===== config.mk =====
export PLATFORM = sky130hd
export DESIGN_NAME = cobs_deframer_crc16_check_unit
export DESIGN_NICKNAME = d
export VERILOG_FILES = /design/src/cdc_pkg.sv /design/src/cdc_frame_core.sv /design/src/cdc_out_stage.sv /design/src/cobs_deframer_crc16_check_unit.sv
export VERILOG_INCLUDE_DIRS = /design/src /design/src/src
export SDC_FILE = /design/constraint.sdc
export NUM_CORES = 1
export LEC_CHECK = 0
export BUFFER_PORTS_ARGS = -buffer_cell sky130_fd_sc_hd__buf_4
export CAP_MARGIN = 30
export CORE_MARGIN = 10
export CORE_UTILIZATION = 59
export DETAILED_ROUTE_END_ITERATION = 6
export GPL_ROUTABILITY_DRIVEN = 0
export GPL_TIMING_DRIVEN = 0
export PLACE_DENSITY = 0.83
export SLEW_MARGIN = 20
export SYNTH_ARGS = -nofsm -noshare
export SYNTH_HDL_FRONTEND = slang
export SYNTH_SLANG_ARGS = --single-unit

===== constraint.sdc =====
create_clock -name clk -period 5.1 [get_ports clk]
set_input_delay 0.765 -clock clk [delete_from_list [all_inputs] [get_ports clk]]
set_output_delay 0.765 -clock clk [all_outputs]
set_load 0.005 [all_outputs]

===== src/cobs_deframer_crc16_check_unit_defines.svh =====
// Assertion macros used by the deframer core RTL.
`ifndef COBS_DEFRAMER_CRC16_CHECK_UNIT_DEFINES_SVH
`define COBS_DEFRAMER_CRC16_CHECK_UNIT_DEFINES_SVH

`ifndef SYNTHESIS
// Same-cycle implication, disabled while reset is asserted.
`define CDC_ASSERT_IMPL(label, clk, rstn, ante, cons) \
    label: assert property (@(posedge clk) disable iff (!rstn) (ante) |-> (cons)) \
        else $error("cdc assertion failed");
// Next-cycle implication, disabled while reset is asserted.
`define CDC_ASSERT_NEXT(label, clk, rstn, ante, cons) \
    label: assert property (@(posedge clk) disable iff (!rstn) (ante) |=> (cons)) \
        else $error("cdc assertion failed");
`else
`define CDC_ASSERT_IMPL(label, clk, rstn, ante, cons)
`define CDC_ASSERT_NEXT(label, clk, rstn, ante, cons)
`endif

`endif


===== src/cdc_pkg.sv =====
package cdc_pkg;

    // Default bound on encoded bytes held for one frame
    localparam int MAX_ENCODED_DEF = 512;

    // Frame format constants
    localparam logic [7:0]  DELIM_BYTE  = 8'h00;
    localparam logic [7:0]  FULL_CODE   = 8'hFF;
    localparam int          MIN_DECODED = 6;
    localparam logic [15:0] CRC_POLY    = 16'h1021;
    localparam logic [15:0] CRC_INIT    = 16'hFFFF;

    // Result kinds
    localparam logic [2:0] KIND_BYTE    = 3'd0;
    localparam logic [2:0] KIND_OK      = 3'd1;
    localparam logic [2:0] KIND_CRC_BAD = 3'd2;
    localparam logic [2:0] KIND_LEN_BAD = 3'd3;
    localparam logic [2:0] KIND_DROPPED = 3'd4;

    // One result item
    typedef struct packed {
        logic [2:0]  kind;
        logic [7:0]  data_byte;
        logic [8:0]  byte_index;
        logic [7:0]  frame_type;
        logic [7:0]  frame_seq;
        logic [15:0] body_length;
    } cdc_result_t;

    // CRC-16/CCITT-FALSE update over one byte, MSB first
    function automatic logic [15:0] crc16_byte(input logic [15:0] crc, input logic [7:0] b);
        logic [15:0] c;
        c = crc ^ {b, 8'h00};
        for (int i = 0; i < 8; i++) begin
            if (c[15]) begin
                c = {c[14:0], 1'b0} ^ CRC_POLY;
            end
            else begin
                c = {c[14:0], 1'b0};
            end
        end
        return c;
    endfunction

endpackage


===== src/cdc_frame_core.sv =====
`include "cobs_deframer_crc16_check_unit_defines.svh"

module cdc_frame_core
    import cdc_pkg::*;
#(
    parameter int MAX_ENCODED = MAX_ENCODED_DEF
)
(
    input  logic        clk,
    input  logic        rst_n,
    input  logic        take,
    input  logic [7:0]  line_byte,
    output logic        res_valid,
    output cdc_result_t res
);

    localparam int CW = $clog2(MAX_ENCODED + 1);

    logic [CW-1:0] enc_reg,        enc_next;
    logic [CW-1:0] dec_reg,        dec_next;
    logic [7:0]    group_left_reg, group_left_next;
    logic          full_reg,       full_next;
    logic [7:0]    type_reg,       type_next;
    logic [7:0]    seq_reg,        seq_next;
    logic [15:0]   len_reg,        len_next;
    logic [15:0]   crc_reg,        crc_next;
    logic [7:0]    d0_reg,         d0_next;
    logic [7:0]    d1_reg,         d1_next;
    logic [1:0]    fill_reg,       fill_next;

    logic          restart;
    logic          dec_take;
    logic [7:0]    dec_val;
    logic [16:0]   len_sum;
    logic [8:0]    idx_low;

    assign len_sum = {1'b0, len_reg} + 17'(MIN_DECODED);
    assign idx_low = 9'(dec_reg);

    // Decode one transfer and form its result
    always_comb
    begin
        enc_next        = enc_reg;
        dec_next        = dec_reg;
        group_left_next = group_left_reg;
        full_next       = full_reg;
        type_next       = type_reg;
        seq_next        = seq_reg;
        len_next        = len_reg;
        crc_next        = crc_reg;
        d0_next         = d0_reg;
        d1_next         = d1_reg;
        fill_next       = fill_reg;
        restart         = 1'b0;
        dec_take        = 1'b0;
        dec_val         = '0;
        res_valid       = 1'b0;
        res             = '0;

        if (take) begin
            if (line_byte == DELIM_BYTE) begin
                // Delimiter: give the verdict unless the frame is empty
                restart = 1'b1;
                if (enc_reg != '0) begin
                    res_valid = 1'b1;
                    if (group_left_reg != '0 || dec_reg < CW'(MIN_DECODED)) begin
                        res.kind = KIND_DROPPED;
                    end
                    else if (len_sum != 17'(dec_reg)) begin
                        res.kind        = KIND_LEN_BAD;
                        res.frame_type  = type_reg;
                        res.body_length = len_reg;
                    end
                    else begin
                        res.kind        = ({d1_reg, d0_reg} == crc_reg) ? KIND_OK
                                                                        : KIND_CRC_BAD;
                        res.frame_type  = type_reg;
                        res.frame_seq   = seq_reg;
                        res.body_length = len_reg;
                    end
                end
            end
            else if (enc_reg >= CW'(MAX_ENCODED)) begin
                // Overflow: drop the byte and restart the frame
                res_valid = 1'b1;
                res.kind  = KIND_DROPPED;
                restart   = 1'b1;
            end
            else begin
                enc_next = enc_reg + CW'(1);
                if (group_left_reg == '0) begin
                    // Code byte: open a group, emit the implicit zero if due
                    group_left_next = line_byte - 8'd1;
                    full_next       = (line_byte == FULL_CODE);
                    dec_take        = !full_reg;
                end
                else begin
                    group_left_next = group_left_reg - 8'd1;
                    dec_take        = 1'b1;
                    dec_val         = line_byte;
                end

                if (dec_take) begin
                    // Capture header bytes
                    if (dec_reg == CW'(0)) begin
                        type_next = dec_val;
                    end
                    else if (dec_reg == CW'(1)) begin
                        seq_next = dec_val;
                    end
                    else if (dec_reg == CW'(2)) begin
                        len_next = {len_reg[15:8], dec_val};
                    end
                    else if (dec_reg == CW'(3)) begin
                        len_next = {dec_val, len_reg[7:0]};
                    end

                    // Advance the two-byte delay line into the CRC
                    if (fill_reg == 2'd2) begin
                        crc_next = crc16_byte(crc_reg, d0_reg);
                    end
                    else begin
                        fill_next = fill_reg + 2'd1;
                    end
                    d0_next  = d1_reg;
                    d1_next  = dec_val;
                    dec_next = dec_reg + CW'(1);

                    res_valid      = 1'b1;
                    res.kind       = KIND_BYTE;
                    res.data_byte  = dec_val;
                    res.byte_index = idx_low;
                end
            end

            if (restart) begin
                enc_next        = '0;
                dec_next        = '0;
                group_left_next = '0;
                full_next       = 1'b1;
                type_next       = '0;
                seq_next        = '0;
                len_next        = '0;
                crc_next        = CRC_INIT;
                d0_next         = '0;
                d1_next         = '0;
                fill_next       = '0;
            end
        end
    end

    // Hold frame state
    always_ff @(posedge clk or negedge rst_n)
    begin
        if (!rst_n) begin
            enc_reg        <= '0;
            dec_reg        <= '0;
            group_left_reg <= '0;
            full_reg       <= 1'b1;
            type_reg       <= '0;
            seq_reg        <= '0;
            len_reg        <= '0;
            crc_reg        <= CRC_INIT;
            d0_reg         <= '0;
            d1_reg         <= '0;
            fill_reg       <= '0;
        end
        else begin
            enc_reg        <= enc_next;
            dec_reg        <= dec_next;
            group_left_reg <= group_left_next;
            full_reg       <= full_next;
            type_reg       <= type_next;
            seq_reg        <= seq_next;
            len_reg        <= len_next;
            crc_reg        <= crc_next;
            d0_reg         <= d0_next;
            d1_reg         <= d1_next;
            fill_reg       <= fill_next;
        end
    end

    `CDC_ASSERT_IMPL(a_enc_bound, clk, rst_n, 1'b1, enc_reg <= CW'(MAX_ENCODED))
    `CDC_ASSERT_IMPL(a_dec_le_enc, clk, rst_n, 1'b1, dec_reg <= enc_reg)
    `CDC_ASSERT_IMPL(a_fill_range, clk, rst_n, 1'b1, fill_reg != 2'd3)
    `CDC_ASSERT_NEXT(a_delim_restart, clk, rst_n,
                     take && line_byte == DELIM_BYTE,
                     enc_reg == '0 && dec_reg == '0 && crc_reg == CRC_INIT)
    `CDC_ASSERT_IMPL(a_verdict_no_data, clk, rst_n,
                     res_valid && res.kind != KIND_BYTE,
                     res.data_byte == '0 && res.byte_index == '0)

endmodule


===== src/cdc_out_stage.sv =====
module cdc_out_stage
    import cdc_pkg::*;
(
    input  logic        clk,
    input  logic        rst_n,
    input  logic        take,
    input  logic        res_valid,
    input  cdc_result_t res,
    output logic        in_ready,
    output logic        out_valid,
    input  logic        out_ready,
    output cdc_result_t out_res
);

    logic        valid_reg, valid_next;
    cdc_result_t res_reg;
    logic        load;

    // Accept whenever the held result is empty or leaves this cycle
    assign in_ready  = !valid_reg || out_ready;
    assign load      = take && res_valid;
    assign out_valid = valid_reg;
    assign out_res   = res_reg;

    always_comb
    begin
        if (load) begin
            valid_next = 1'b1;
        end
        else if (out_ready) begin
            valid_next = 1'b0;
        end
        else begin
            valid_next = valid_reg;
        end
    end

    // Hold the valid flag
    always_ff @(posedge clk or negedge rst_n)
    begin
        if (!rst_n) begin
            valid_reg <= 1'b0;
        end
        else begin
            valid_reg <= valid_next;
        end
    end

    // Load result payload
    always_ff @(posedge clk)
    begin
        if (load) begin
            res_reg <= res;
        end
    end

endmodule


===== src/cobs_deframer_crc16_check_unit.sv =====
// Output: a result is registered and presented on the master side in the cycle after the transfer
// that causes it.
// Throughput: one line byte per cycle while the sink keeps up; the output register
// passes a result while the next byte is taken; the CRC trails by two bytes.
// Reset: rst_n clears the frame state (CRC to 0xFFFF) and empties the output register.
module cobs_deframer_crc16_check_unit
    import cdc_pkg::*;
#(
    parameter int MAX_ENCODED = MAX_ENCODED_DEF
)
(
    input  logic        clk,
    input  logic        rst_n,
    input  logic        s_axis_tvalid,
    output logic        s_axis_tready,
    input  logic [7:0]  s_axis_tdata,  // [7:0] line_byte
    output logic        m_axis_tvalid,
    input  logic        m_axis_tready,
    output logic [55:0] m_axis_tdata,  // [7:0] data_byte, [16:8] byte_index,
                                       // [24:17] frame_type, [32:25] frame_seq,
                                       // [48:33] body_length, [55:49] zero
    output logic [2:0]  m_axis_tuser   // [2:0] kind
);

    logic        take;
    logic        res_valid;
    cdc_result_t res;
    cdc_result_t out_res;

    assign take = s_axis_tvalid && s_axis_tready;

    // Decode and check
    cdc_frame_core #(
        .MAX_ENCODED (MAX_ENCODED)
    ) u_core (
        .clk       (clk),
        .rst_n     (rst_n),
        .take      (take),
        .line_byte (s_axis_tdata),
        .res_valid (res_valid),
        .res       (res)
    );

    // Register results toward the master side
    cdc_out_stage u_out (
        .clk       (clk),
        .rst_n     (rst_n),
        .take      (take),
        .res_valid (res_valid),
        .res       (res),
        .in_ready  (s_axis_tready),
        .out_valid (m_axis_tvalid),
        .out_ready (m_axis_tready),
        .out_res   (out_res)
    );

    // Pack fields from the lowest bit up
    assign m_axis_tdata = {7'd0, out_res.body_length, out_res.frame_seq, out_res.frame_type,
                           out_res.byte_index, out_res.data_byte};
    assign m_axis_tuser = out_res.kind;

endmodule


# Word level (Yosys, flattened, before mapping)
# Cells that the tools add are included.
# Widths: inputs -> output; s select.
dict set report totals {
  ff_bits 148
  input_bits 12
  out_inout_bits 61
  elab_cells 200
}
dict set report classes {
  n_addsub 6
  magnitude_cmp 2
  n_eq_ne 13
  mux 116
  bitwise_logic 13
  n_reduce_logical 31
}
# op count
set op_table {}
lappend op_table {{$mux 16} 48}
lappend op_table {{$mux 8} 24}
lappend op_table {{$mux 13} 8}
lappend op_table {{$mux 10} 7}
lappend op_table {{$not 3->3} 8}
lappend op_table {{$add 10x1->10 const B} 2}
lappend op_table {{$eq 10x2->1 const B} 2}
lappend op_table {{$mux 1} 18}
lappend op_table {{$add 16x3->17 const B} 1}
lappend op_table {{$ne 17x10->1} 1}
lappend op_table {{$eq 16x16->1} 1}
lappend op_table {{$logic_not 8->1} 2}
lappend op_table {{$reduce_bool 2->1} 8}
lappend op_table {{$sub 8x1->8 const B} 2}
lappend op_table {{$xor 16x16->16} 1}
lappend op_table {{$mux 3} 5}
lappend op_table {{$reduce_and 5->1} 3}
lappend op_table {{$mux 2} 6}
lappend op_table {{$ne 2x2->1 const B} 6}
lappend op_table {{$eq 10x1->1 const B} 1}
lappend op_table {{$ge 10x10->1 const B} 1}
lappend op_table {{$logic_not 10->1} 1}
lappend op_table {{$lt 10x3->1 const B} 1}
lappend op_table {{$reduce_bool 10->1} 1}
lappend op_table {{other kinds (15)} 23}

# Logic depth before layout (Yosys ltp)
# Gate-level depths: netlist of run 1.
dict set report logic_depth {
  depth_word 58
  mapped_depth 11
  mapped_depth_nobuf 9
}

# Cells and area by module
# A second synthesis of run 1 with hierarchy kept.
dict set report hier_totals {
  cells_unflattened 647
  hier_area_um2 7254.5
}
# mod n_inst cells_per_inst area_per_inst_um2 seq_area_each_um2
set modules_own_cells {}
lappend modules_own_cells {cdc_frame_core 1 581 5577.8 2398.6}
lappend modules_own_cells {cdc_out_stage 1 57 1614.0 1586.5}
lappend modules_own_cells {cobs_deframer_crc16_check_unit 1 9 62.6 0.0}

# Least setup slack after synthesis of run 1
# Ideal clock, no wire load.
dict set report synth_path {
  path_type {input port to flip-flop}
  start {input port s_axis_tdata[1]}
  end {register u_out.res_reg (netlist bit u_out.out_res[0]) (enable)}
  setup_time_ns 0.462
  t_arrival_ns 4.320
  t_required_ns 4.638
  setup_slack_ns 0.317
  stages 7
  n_path_buf 2
  path_cell_list {clkbuf_1 -> nor4_2 -> a21oi_1 -> nor2_1 -> nor2_1 -> clkbuf_1 -> nor2_1}
}
dict set report synth_via {
  elab_chain_cells 4
}
# element line
set synth_lines {}
lappend synth_lines {{start: declaration} cobs_deframer_crc16_check_unit.sv:16} ;# input logic [7:0] s_axis_tdata,
lappend synth_lines {{$logic_not 8->1} cdc_frame_core.sv:61} ;# if (line_byte == DELIM_BYTE) begin
lappend synth_lines {{$mux 1} cdc_frame_core.sv:61}
lappend synth_lines {{$mux 1} cdc_frame_core.sv:60} ;# if (take) begin
lappend synth_lines {{$logic_and 1x1->1} cdc_out_stage.sv:21} ;# assign load = take && res_valid;
lappend synth_lines {{named net u_out.load} cdc_out_stage.sv:17} ;# logic load;
lappend synth_lines {{end signal: assignment} cdc_out_stage.sv:53} ;# res_reg <= res;
lappend synth_lines {{end: declaration} cdc_out_stage.sv:16} ;# cdc_result_t res_reg;
# The timed path passes the listed nets, and every way through them passes these cells.
# A chain may end at the register's enable or synchronous reset.

# Final worst setup path of run 1
dict set report layout_path {
  start {input port s_axis_tdata[7]}
  end {register u_out.res_reg (netlist bit u_out.out_res[13]) (enable)}
}
# Same word-level chain as after synthesis.

==> results.toml, run 1 <==
[cts]
cts_buffer_depth = 2
cts_made_buffers = 17
clock_latency_ns = 0.42
root_buffer = "clkbuf_16"
cts_setup_buffers = 0
cts_tree = "done"
cts_hold_buf = 0
ctsResizeCount = 0
cts_sinks = 148
clkTransAtPathRegs_ns = 0.05
h-tree-depth = 4

[routing]
ant_nets = 0
drt-pass1-iter-count = 5
wirelength_um = 18100
drc_errors = 0
post_drt_wl_per_cell_um = 19.7
route.vias.total = 5567
drt_iter0_drc = 625
via_per_inst = 6.08

[run_status]
status = "complete, no violations"

[grt]
grt_use_total_pct = 20.8
antenna_found_initial = 0
first_global_vias = 5555
grt_remaining_overflow = 0
grt_pass1_wl_um = 29200
grt_max_degree = 97

[layout]
largest_register_ffs = 52
final_cells = 915
synthToLayoutAreaGrowth_pct = 17.3
drive_above_1_share_pct = 19.4
antenna_cells = 0
final_nets = 755
final_area_sq_mm = 0.00860

[critical_path]
critPathKind = "in2reg"
end_kind = "flop"
arrival_ns = 3.61
reg2reg_depth = 10
worstSetupStartpointType = "input pin"
critPathRequiredTime_ns = 5.22
cp_max_fo = 32

[synth]
synth_seq_area_share_pct = 54.3
synth_edf_count = 52
async_flop_share_pct = 64.9
synth_area_per_cell_sq_um = 11.4
netlist_instances = 646
syn-cell-area_sq_mm = 0.00733
synth_seq_cells = 148
yosysWarnings = 0
ys_types = 68
synth_ff_type = "dfrtp_1"

[placed_design]
post-dp-hpwl_um = 12600
place_area_sq_mm = 0.00806
io_buffers = 61
place_inst = 882
dpl_worst_slack_ns = 1.26

[timing]
whs_ns = 0.426
setup_viol = 0
finalHoldViolCount = 0
max_slew_margin_pct = 38.7
min_period_over_period_pct = 68.5
slew_viol_final = 0
final.setup.tns_ns = 0
min_period_ns = 3.49
setup_ws_ns = 1.61
rsz0062_at_grt = "false"
finClkSkew_ns = 0.00804
max_freq_mhz = 286
worst_pin_slew_ns = 0.914

[floorplanning]
die_height_um = 131
placeableCoreArea_sq_mm = 0.0121
ioPinCount = 73
row_count = 40
die_area_sq_mm = 0.0173
fp.dieW_um = 131
initial_core_util_pct = 60.6

[hold_path]
hp-class = "in2async"

[power]
p_leak_nw = 3.57
p_per_area_mw_per_mm2 = 515
ir_worst_vdd_v = 0.000334

[flow_run]
drv_cap = 0
-- logic make-up (layout without fill, tap and decap cells) --
group,after synthesis,count (layout),synth area share (%)
AO/OA/AOI/OAI,135,135,14.2
adder cells (fa/ha/maj),9,9,1.54
AND/OR/NAND/NOR,209,209,16.1
XOR/XNOR,67,67,8.00
buffers and inverters,63,158,3.79
multiplexers,14,14,1.98
flip-flops,148,148,54.3
other,1,7,0.0511
-- where the power goes --
part           switching [mW]  internal, mW  leakage (nW)
combinational           0.744         0.635          1.61
sequential              0.304          1.60          1.70
clock                   0.484         0.666         0.258
-- synthesized netlist by cell type (3+ instances only) --
library cell	number	area (sq um)
mux2_2	4	45.0
a31oi_1	3	18.8
or3_1	7	43.8
o41ai_1	3	26.3
dfstp_2	17	447
o22a_1	17	149
buf_2	5	25.0
inv_1	19	71.3
nand3_1	16	80.1
buf_4	7	52.6
a21o_1	13	97.6
or2_2	3	18.8
nor4_1	16	100
a22o_1	34	298
o211ai_1	4	30.0
dfrtp_1	79	1980
mux2i_1	10	100
edfxtp_1	52	1560
and2_1	41	257
o21ai_0	22	110
nor3_1	12	60.1
a21oi_1	12	60.1
xnor2_1	28	245
and3_1	8	50.1
xor2_1	39	342
nor2_1	26	97.6
nand4_1	10	62.6
ha_1	9	113
a211oi_1	7	52.6
nand2_1	46	173
o31ai_1	3	22.5
clkbuf_1	28	105
nor4_2	3	37.5
-- final timing paths --
kind | endpoint | slack (ns) | start
worst max-delay path | u_out.out_res[13]$_SDFFCE_PP0P_ | 1.61 | s_axis_tdata[7]
worst min-delay path | u_core.enc_reg[5]$_DFFE_PN0P_ | 0.43 | rst_n
worst max register to register | u_core.group_left_reg[4]$_DFFE_PN0P_ | 1.92 | u_core.group_left_reg[1]$_DFFE_PN0P_
worst min register to register | u_core.fill_reg[0]$_DFFE_PN0P_ | 0.49 | u_core.fill_reg[0]$_DFFE_PN0P_
max in group asynchronous | u_core.d0_reg[3]$_DFFE_PN0P_ | 4.07 | rst_n
min in group clk | u_core.fill_reg[0]$_DFFE_PN0P_ | 0.49 | u_core.fill_reg[0]$_DFFE_PN0P_
-- cell type report --
| cell class | count | area, sq um |
|---|---|---|
| Buffer | 44 | 206 |
| Clock buffer | 19 | 433 |
| Clock inverter | 13 | 110 |
| Fill cell | 873 | 3510 |
| Inverter | 19 | 71.3 |
| Multi-Input combinational cell | 441 | 3100 |
| Sequential cell | 148 | 3990 |
| Tap cell | 168 | 210 |
| Timing Repair Buffer | 63 | 487 |
-- routing by layer --
metal | global-route usage (%) | routed length [um] | vias up
li1 | - | - | 2514
met5 | 0 | 0 | -
met4 | 8.78 | 405 | 0
met1 | 25.3 | 7300 | 2757
met3 | 5.53 | 1380 | 50
met2 | 34.1 | 8960 | 246
-- critical path, cell delays in order --
cell and delay (ns):
clkbuf_1 0.25, nor4_1 0.55, a21oi_1 0.33, nor2_1 0.35
nor2_1 0.10, clkbuf_1 0.29, nor2_4 0.64, buf_12 0.29
-- cell usage in the layout (no fill, tap or decap), drive strengths merged, types with 12 or more instances in the layout --
cell type  netlist  final
a22o            35     35
edfxtp          52     52
inv             19     20
buf             15     78
xnor2           28     28
o21ai           23     23
nor4            20     20
clkbuf          29     48
o22a            17     17
nand3           16     16
nor2            26     26
a21o            13     13
and2            42     42
dfrtp           79     79
nor3            14     14
xor2            39     39
a21oi           12     12
dfstp           17     17
nand2           47     47
-- metrics by stage --
step / util (%) / power, mW
floorplan: - / 2.87
global placement: 66.3 / 3.17
detailed placement: 66.5 / 3.26
CTS: 71.0 / 4.42
global route: 71.0 / 4.66
finish: 71.0 / 4.43
Power figures use the tool's default switching activity.
==> inputs of run 2 (changes only) <==
--- a/config.mk
+++ b/config.mk
@@ -9,11 +9,11 @@
 export BUFFER_PORTS_ARGS = -buffer_cell sky130_fd_sc_hd__buf_4
 export CAP_MARGIN = 30
 export CORE_MARGIN = 10
-export CORE_UTILIZATION = 59
+export CORE_UTILIZATION = 54
 export DETAILED_ROUTE_END_ITERATION = 6
 export GPL_ROUTABILITY_DRIVEN = 0
 export GPL_TIMING_DRIVEN = 0
-export PLACE_DENSITY = 0.83
+export PLACE_DENSITY = 0.8
 export SLEW_MARGIN = 20
 export SYNTH_ARGS = -nofsm -noshare
 export SYNTH_HDL_FRONTEND = slang
==> constraint.sdc (replaced) <==
create_clock -name clk -period 2.85 [get_ports clk]
set_input_delay 0.4275 -clock clk [delete_from_list [all_inputs] [get_ports clk]]
set_output_delay 0.4275 -clock clk [all_outputs]
set_load 0.005 [all_outputs]
==> run 2 against run 1 <==
  * Via count fell by 0.99%
  * Cell count rose by 1.3%
  * First-iteration DRC count rose by 1.3%
  * Cell area rose by 1.3%
  * Total power rose by 79%
  * Flip-flop and latch count did not move
  * Sequential share of layout area fell by 0.58 points
  * Combinational power rose by 79%
  * Setup slack got worse by 1.4 ns
  * Highest routed layer unchanged
==> results.toml, run 2 (synthesis gave the netlist of run 1 again) <==
[timing]
min_period_ns = 2.68
final.setup.tns_ns = 0
max_freq_mhz = 373
rsz0062_at_grt = "false"
setup_ws_ns = 0.168
setup_viol = 0
whs_ns = 0.0818
slew_viol_final = 0
min_period_over_period_pct = 94.1
finClkSkew_ns = 0.00682
max_slew_margin_pct = 42.4
finalHoldViolCount = 0
worst_pin_slew_ns = 0.864

[routing]
route.vias.total = 5512
post_drt_wl_per_cell_um = 19.1
via_per_inst = 5.95
wirelength_um = 17700
ant_nets = 0
drc_errors = 0
drt_iter0_drc = 633
drt-pass1-iter-count = 5

[placed_design]
dpl_worst_slack_ns = -0.508
place_area_sq_mm = 0.00810
io_buffers = 61
post-dp-hpwl_um = 12400
place_inst = 891

[grt]
grt_max_degree = 97
first_global_vias = 5489
antenna_found_initial = 0
grt_pass1_wl_um = 28600
grt_remaining_overflow = 0
grt_use_total_pct = 19.4

[layout]
final_common_cell = "dfrtp_1"
final_area_sq_mm = 0.00872
final_cell_mix = "77 x dfrtp_1, 72 x buf_4, 52 x edfxtp_1"
final_cells = 927
final_nets = 759
nFillCells = 1014
antenna_cells = 0
final_util_pct = 65.6
drive_above_1_share_pct = 21.2
largest_register_ffs = 52
synthToLayoutAreaGrowth_pct = 18.9

[critical_path]
cp_max_fo = 10
end_kind = "flop"
worstSetupStartpointType = "flop"
arrival_ns = 3.02
reg2reg_depth = 9
critPathRequiredTime_ns = 3.19
critPathKind = "reg2reg"

[cts]
cts_sinks = 148
cts_buffer_depth = 2
root_buffer = "clkbuf_16"
clock_latency_ns = 0.43
h-tree-depth = 4
cts_tree = "done"
clkTransAtPathRegs_ns = 0.06
cts_made_buffers = 17

[floorplanning]
initial_core_util_pct = 55.2
die_height_um = 137
die_area_sq_mm = 0.0186
row_count = 42
fp.dieW_um = 137
placeableCoreArea_sq_mm = 0.0133
ioPinCount = 73

[hold_path]
hp-class = "in2async"

[power]
power.total_mw = 7.94
ir_worst_vdd_v = 0.000470
p_per_area_mw_per_mm2 = 910
p_leak_nw = 3.62

[flow_run]
drv_cap = 0

[run_status]
status = "complete, no violations"
[run 2: cell count changes in the layout (fill, tap and decap cells not counted), sizes merged]
cell,before,now
clkbuf,48,55
clkinv,8,3
buf,78,82
clkinvlp,3,1
inv,20,19
nor2,26,27
[run 2: report_power, final]
part | internal [mW] | total (mW) | switching (mW)
Sequential | 2.86 | 3.40 | 0.532
Combinational | 1.16 | 2.47 | 1.31
Clock | 1.26 | 2.07 | 0.803
[run 2: worst max-delay path: stages, from the launching register on]
cell and delay [ns]:
dfrtp_1 0.41, nor3_2 0.36, and3_2 0.40, clkbuf_2 0.27, a21oi_1 0.12, ha_1 0.27, nand2b_1 0.15, a211o_1 0.15
mux2_2 0.33, o22ai_1 0.15
[run 2: final timing paths]
| path | to | slack (ns) | from |
|---|---|---|---|
| worst max register to register | u_core.group_left_reg[4]$_DFFE_PN0P_ | 0.17 | u_core.group_left_reg[1]$_DFFE_PN0P_ |
| worst max-delay path | u_core.group_left_reg[4]$_DFFE_PN0P_ | 0.17 | u_core.group_left_reg[1]$_DFFE_PN0P_ |
| worst min-delay path | u_core.d1_reg[2]$_DFFE_PN0P_ | 0.08 | rst_n |
| worst min register to register | u_core.type_reg[7]$_DFFE_PN0P_ | 0.50 | u_core.type_reg[7]$_DFFE_PN0P_ |
| min in group clk | u_core.full_reg$_DFFE_PN1P_ | 0.45 | s_axis_tdata[2] |
| max in group asynchronous | u_core.len_reg[1]$_DFFE_PN0P_ | 2.11 | rst_n |
[run 2: final cells by class]
type | count | area, sq um | area share, %
plain buffers | 43 | 205 | 2.35
clock buffers | 27 | 493 | 5.65
flip-flops and latches | 148 | 3990 | 45.7
clock inverters | 5 | 52.6 | 0.603
repair buffers | 67 | 519 | 5.95
multi-input cells | 442 | 3170 | 36.4
inverters | 19 | 71.3 | 0.818
well taps | 176 | 220 | 2.53
[run 2: timing repair]
item | in CTS | in global routing
buffers inserted | 0 | 4
hold buffers | 0 | 0
pin swaps | 1 | 2
gates resized for setup | 3 | 8
endpoints found under the setup margin | 53 | 81
gates cloned | 1 | 0
[run 2: routing by layer]
layer	up-vias	part of all wire, %	wire length (um)	GRT usage [%]
li1	2527	-	-	-
met1	2718	41	7170	23.9
met2	230	49	8720	31.6
met3	37	7.8	1390	5.50
met4	0	2.3	407	7.93
met5	-	0	0	0
